<file path="config.mk">
export PLATFORM = sky130hd
export DESIGN_NAME = ccirc_fifo
export DESIGN_NICKNAME = d
export VERILOG_FILES = /design/src/rtl/circumcircle_three_points_macros.svh /design/src/rtl/ccirc_pkg.sv /design/src/rtl/ccirc_fifo.sv
export SDC_FILE = /design/constraint.sdc
export NUM_CORES = 1
export LEC_CHECK = 0
export BUFFER_PORTS_ARGS = -buffer_cell sky130_fd_sc_hd__buf_2
export CAP_MARGIN = 30
export CORE_UTILIZATION = 49
export DETAILED_ROUTE_END_ITERATION = 8
export GPL_ROUTABILITY_DRIVEN = 1
export PLACE_DENSITY = 0.83
export SYNTH_ARGS = -nofsm -noshare
export SYNTH_HDL_FRONTEND = slang
export SYNTH_SLANG_ARGS = --single-unit
</file>
<file path="constraint.sdc">
create_clock -name clk -period 1.3 [get_ports clk]
set_input_delay 0.195 -clock clk [delete_from_list [all_inputs] [get_ports clk]]
set_output_delay 0.195 -clock clk [all_outputs]
set_load 0.05 [all_outputs]
</file>
<file path="src/rtl/circumcircle_three_points_macros.svh">
// Assertion macros shared by the circumcircle design; they expect clk and rst_n in scope.
`ifndef CIRCUMCIRCLE_THREE_POINTS_MACROS_SVH
`define CIRCUMCIRCLE_THREE_POINTS_MACROS_SVH

// Same-cycle implication, checked at every rising clock edge outside reset.
`define CC_ASSERT_IMPL(lbl, ante, cons, msg) \
    lbl: assert property (@(posedge clk) disable iff (!rst_n) (ante) |-> (cons)) \
        else $error(msg);

// Next-cycle implication.
`define CC_ASSERT_NEXT(lbl, ante, cons, msg) \
    lbl: assert property (@(posedge clk) disable iff (!rst_n) (ante) |=> (cons)) \
        else $error(msg);

`endif

</file>
<file path="src/rtl/ccirc_pkg.sv">
// Shared types and constants of the circumcircle block.
package ccirc_pkg;

    localparam int OUT_WIDTH  = 32;
    localparam int MIDQ_DEPTH = 4;
    localparam int OUTQ_DEPTH = 2;

    typedef struct packed {
        logic full;
        logic empty;
    } q_status_t;

    typedef struct packed {
        logic [OUT_WIDTH-1:0] center_x;
        logic [OUT_WIDTH-1:0] center_y;
        logic [OUT_WIDTH-1:0] radius;
        logic                 collinear;
        logic                 saturated;
    } res_t;

endpackage

</file>
<file path="src/rtl/ccirc_fifo.sv">
// Small register-based queue used between the front, the back and the result ports.
module ccirc_fifo #(
    parameter int WIDTH = 8,
    parameter int DEPTH = 4
) (
    input  logic                   clk,
    input  logic                   rst_n,
    input  logic                   push,
    input  logic                   pop,
    input  logic [WIDTH-1:0]       wdata,
    output logic [WIDTH-1:0]       rdata,
    output ccirc_pkg::q_status_t   status
);
    import ccirc_pkg::*;

    localparam int AW = $clog2(DEPTH);

    logic [WIDTH-1:0] mem_reg [DEPTH];
    logic [AW-1:0]    wr_ptr_reg;
    logic [AW-1:0]    rd_ptr_reg;
    logic [AW:0]      count_reg;
    logic [AW:0]      count_next;

    always_comb
    begin
        count_next = count_reg;
        if (push && !pop)
        begin
            count_next = count_reg + 1'b1;
        end
        else if (pop && !push)
        begin
            count_next = count_reg - 1'b1;
        end
    end

    always_ff @(posedge clk or negedge rst_n)
    begin
        if (!rst_n)
        begin
            wr_ptr_reg <= '0;
            rd_ptr_reg <= '0;
            count_reg  <= '0;
        end
        else
        begin
            if (push)
            begin
                wr_ptr_reg <= wr_ptr_reg + 1'b1;
            end
            if (pop)
            begin
                rd_ptr_reg <= rd_ptr_reg + 1'b1;
            end
            count_reg <= count_next;
        end
    end

    always_ff @(posedge clk)
    begin
        if (push)
        begin
            mem_reg[wr_ptr_reg] <= wdata;
        end
    end

    assign rdata        = mem_reg[rd_ptr_reg];
    assign status.full  = (count_reg == (AW+1)'(DEPTH));
    assign status.empty = (count_reg == '0);

endmodule

</file>
Word-level counts from Yosys, hierarchy flattened
Memories as Yosys holds them, arrays and structs flattened.
Index checks and enable logic that the tools add are counted.
{ "totals": {"register_bits": 7, "ram_bits": 32, "input_bits": 12, "output_inout_bits": 10, "elab_cells": 19, "mem_count": 1} }
{ "mem_list": {"columns": ["name", "words", "width", "read_ports", "rd_clocked_by_memory_dff", "wr", "line", "text"], "rows": [
  ["mem_reg", 4, 8, 1, 0, 1, "ccirc_fifo.sv:18", "logic [WIDTH-1:0] mem_reg [DEPTH];"]
]} }
{ "classes": {"addsub": 4, "n_eq_ne": 1, "n_mux": 4, "n_reduce_logical": 6} }
{ "op_table": {"columns": ["cell", "n"], "rows": [
  ["$mux 3", 2],
  ["$add 2x1->2 const B", 2],
  ["$add 3x1->3 const B", 1],
  ["$eq 3x3->1 const B", 1],
  ["$logic_not 3->1", 1],
  ["$sub 3x1->3 const B", 1],
  ["$logic_and 1x1->1", 2],
  ["$logic_not 1->1", 2],
  ["$mux 1", 2],
  ["$reduce_bool 2->1", 1]
]} }

Logic depth before layout (Yosys ltp)
{ "logic_depth": {"depth_word": 4, "mapped_depth": 7, "depth_no_buf": 7} }

Worst setup path before layout
Ideal clock, no wire load.
{ "synth_path": {"kind": "register -> output", "start": "register count_reg[0]", "end": "output port status[1] (netlist bit)", "arrival_ns": 1.599, "required_ns": 1.105, "slack_ns": -0.494, "path_stages_with_launch": 2, "path_buffers": 0, "path_cell_list": "dfrtp_1 -> nor3b_1"} }
{ "synth_lines": {"columns": ["item", "line", "text"], "rows": [
  ["from (decl)", "ccirc_fifo.sv:21", "logic [AW:0] count_reg;"],
  ["from (signal assigned)", "ccirc_fifo.sv:55", "count_reg <= count_next;"],
  ["to (decl)", "ccirc_fifo.sv:12", "output ccirc_pkg::q_status_t status"]
]} }

Final worst setup path
{ "layout_path": {"start": "register rd_ptr_reg[0]", "end": "output port rdata[1]"} }
{ "layout_between": {"elab_chain_len": 1} }
{ "layout_lines": {"columns": ["item", "line", "text"], "rows": [
  ["from (decl)", "ccirc_fifo.sv:20", "logic [AW-1:0] rd_ptr_reg;"],
  ["from (signal assigned)", "ccirc_fifo.sv:53", "rd_ptr_reg <= rd_ptr_reg + 1'b1;"],
  ["$mem_v2 4x8", null, null],
  ["to (decl)", "ccirc_fifo.sv:11", "output logic [WIDTH-1:0] rdata,"]
]} }
No other way between the ends.

==> impl_metrics.json <==
{
  "status": "finished with violations",
  "violations": "negative setup slack",
  "dp_hpwl_mm": 1.73,
  "via_count": 783,
  "grt_pass1_wl_mm": 3.91,
  "max_freq_ghz": 0.560,
  "syn_nets": 94,
  "synth_cell_types": 17,
  "ys.flop_type": "edfxtp_1",
  "largest_reg_flops": 32,
  "reg2reg_from": "count_reg[0]$_DFFE_PN0P_",
  "p_per_area_nw_per_um2": 2400,
  "critPathLaunchType": "flip-flop",
  "grt_max_degree": 12,
  "holdPathEnd": "mem_reg[0][4]$_DFFE_PP_",
  "place_ws_ns": -0.156,
  "crit_buf_inv": 2,
  "antenna_found_initial": 0,
  "track_usage_pct": 16.8,
  "fin_skew_ns": 0.00826,
  "p_leak_nw": 0.774,
  "portBuffers": 21,
  "die_area_um2": 3390,
  "rows": 20,
  "period_minus_slack_ns": 1.78,
  "hold_class": "input pin to flip-flop",
  "p_total_mw": 4.82,
  "clkLatencyLatePin_ns": 0.33,
  "irDropWorstVdd_mv": 1.00,
  "crit_type": "flip-flop to output port",
  "clock_path_buffers": 2,
  "setup_ws_ns": -0.485,
  "antenna_cells": 0,
  "cpMaxStageDelayCell": "mux4_2",
  "overflow": 0,
  "design_area_um2": 2010,
  "yosysMostFrequentCell": "edfxtp_1",
  "dr.pass1.iters": 3,
  "nNetsFinal": 136,
  "yosys_warnings": 0,
  "grt_pass1_vias": 876,
  "drcViolationCount": 0,
  "reg2reg_depth": 5,
  "holdPathStages": 1,
  "setup_viol": 12,
  "synth.yosys.seq_area_share_pct": 73.4,
  "hold_viol_final": 0,
  "final_layout_size_suffix_gt1_share_pct": 45.8,
  "drt_iter0_drc": 19,
  "die_h_um": 58.2,
  "numCtsBuffers": 5,
  "async_flop_share_pct": 17.9,
  "root_buffer": "clkbuf_4",
  "post_drt_wl_per_cell_um": 14.5,
  "core-area_um2": 3030,
  "gp_congestion": 0.670,
  "place_area_um2": 1850,
  "drtAntennaViolNets": 0,
  "clk_pin_slew_ns": 0.10,
  "drv_slew": 0,
  "area_delta_synth_final_pct": 30.0,
  "start_util_pct": 51.1,
  "io_pins": 22,
  "finalCritPeriodShare_pct": 137,
  "path_cells": "buf_12, mux4_2, buf_6",
  "rsz0062_at_grt": "true",
  "synth-seq-cells": 39,
  "die_w_um": 58.2,
  "clock_sinks": 39,
  "synth_commonest_cells": "32 x edfxtp_1, 8 x mux4_2, 7 x dfrtp_1",
  "synth_area_um2": 1550,
  "htreeDepth": 2,
  "worst_slew_pin_slew_ns": 0.391,
  "timing.rr.end": "count_reg[2]$_DFFE_PN0P_",
  "crit_required_ns": 1.11,
  "hold_start": "wdata[4]",
  "final_util_pct": 66.4,
  "routed_via_density": 4.83,
  "synth_top_area_cell": "edfxtp_1",
  "avgSynthCellArea_um2": 20.4,
  "cp_top_family": "multiplexers",
  "cp-end-kind": "output port",
  "slew-limit-headroom_pct": 74.0,
  "cp.arrival_ns": 1.59,
  "cp_max_fo": 8,
  "synth_edf_count": 32,
  "r2r_slack_ns": -0.05,
  "maxCapViolations": 0,
  "drt-total-wl_mm": 2.35,
  "synthCells": 76,
  "critPathMaxStageDelay_ns": 0.52,
  "synth.top_cells.by_area": "edfxtp_1 62%, mux4_2 12%, dfrtp_1 11%",
  "cts_tree": "built",
  "synth_top_area_share_pct": 62.1
}
## cells in the final DEF, fill, tap and decap left out, types with 2 or more instances in the layout
master,netlist,final
ha_1,5,5
clkbuf_4,0,5
dfrtp_1,7,7
edfxtp_1,32,32
and2_1,4,4
buf_2,1,11
inv_1,4,4
nand2_1,2,2
buf_6,1,12
buf_4,0,8
xnor2_1,2,2
buf_12,0,5
mux4_2,8,8
xor2_1,4,4
## kinds of logic (layout without fill, tap and decap cells)
group	count (synthesis)	after routing	synth area share, %
flip-flops	39	39	73.4
buffers and inverters	6	48	2.02
AO/OA/AOI/OAI	1	1	0.323
XOR/XNOR	6	6	3.40
AND/OR/NAND/NOR	9	9	3.15
adder cells (fa/ha/maj)	6	6	5.34
multiplexers	9	9	12.4
## repair_timing
item                                    4_1_cts  5_1_grt
hold buffers                                  1        0
pin swaps                                     3        1
cloned                                        0        0
setup buffers                                 2        1
endpoints found under the setup margin       11       19
resized for setup                            23        1
hold endpoints to repair                      7        0
## how the worst max path moves through the flow
stage               endpoint  cells after the start  slack (ns)                      start
CTS                 rdata[6]                      3       -0.51  rd_ptr_reg[0]$_DFFE_PN0P_
finish              rdata[1]                      3       -0.48  rd_ptr_reg[0]$_DFFE_PN0P_
detailed placement  rdata[6]                      3       -0.16  rd_ptr_reg[0]$_DFFE_PN0P_
global route        rdata[6]                      3       -0.54  rd_ptr_reg[0]$_DFFE_PN0P_
global placement    rdata[5]                      3       -0.13  rd_ptr_reg[0]$_DFFE_PN0P_
floorplan           rdata[0]                      2       -0.04  rd_ptr_reg[0]$_DFFE_PN0P_
## metrics by stage
step                      hold slack, ns  cells  TNS (ns)
final                             0.0692    162     -4.15
after global routing              0.0522    162     -4.83
after CTS                         0.0585    161     -4.47
after detailed placement          0.0384    151     -1.33
after global placement            0.0299    151     -1.13
after floorplan                   -0.101     76    -0.346
## report_power, final
group	switching, mW	total, mW	internal [mW]	leakage (nW)
clock network	0.354	0.545	0.192	0.0285
logic	1.28	2.42	1.15	0.369
registers	0.183	1.86	1.67	0.376
total	1.81	4.82	3.01	0.774
## layout make-up
class                           count  area, um2
Sequential cell                    39       1140
Inverter                            4       15.0
Fill cell                         208       1020
Clock inverter                      2       8.76
Tap cell                           44       55.1
Timing Repair Buffer               37        360
Clock buffer                        5       37.5
Multi-Input combinational cell     31        399
## routing by layer
layer | routed length [um] | vias to the layer above | GRT usage (%)
li1 | - | 374 | -
met1 | 887 | 384 | 18.0
met2 | 1340 | 20 | 30.7
met3 | 84 | 5 | 4.24
met4 | 42 | 0 | 8.16
met5 | 0 | - | 0
Note: power is estimated with default switching activity, not from simulation.
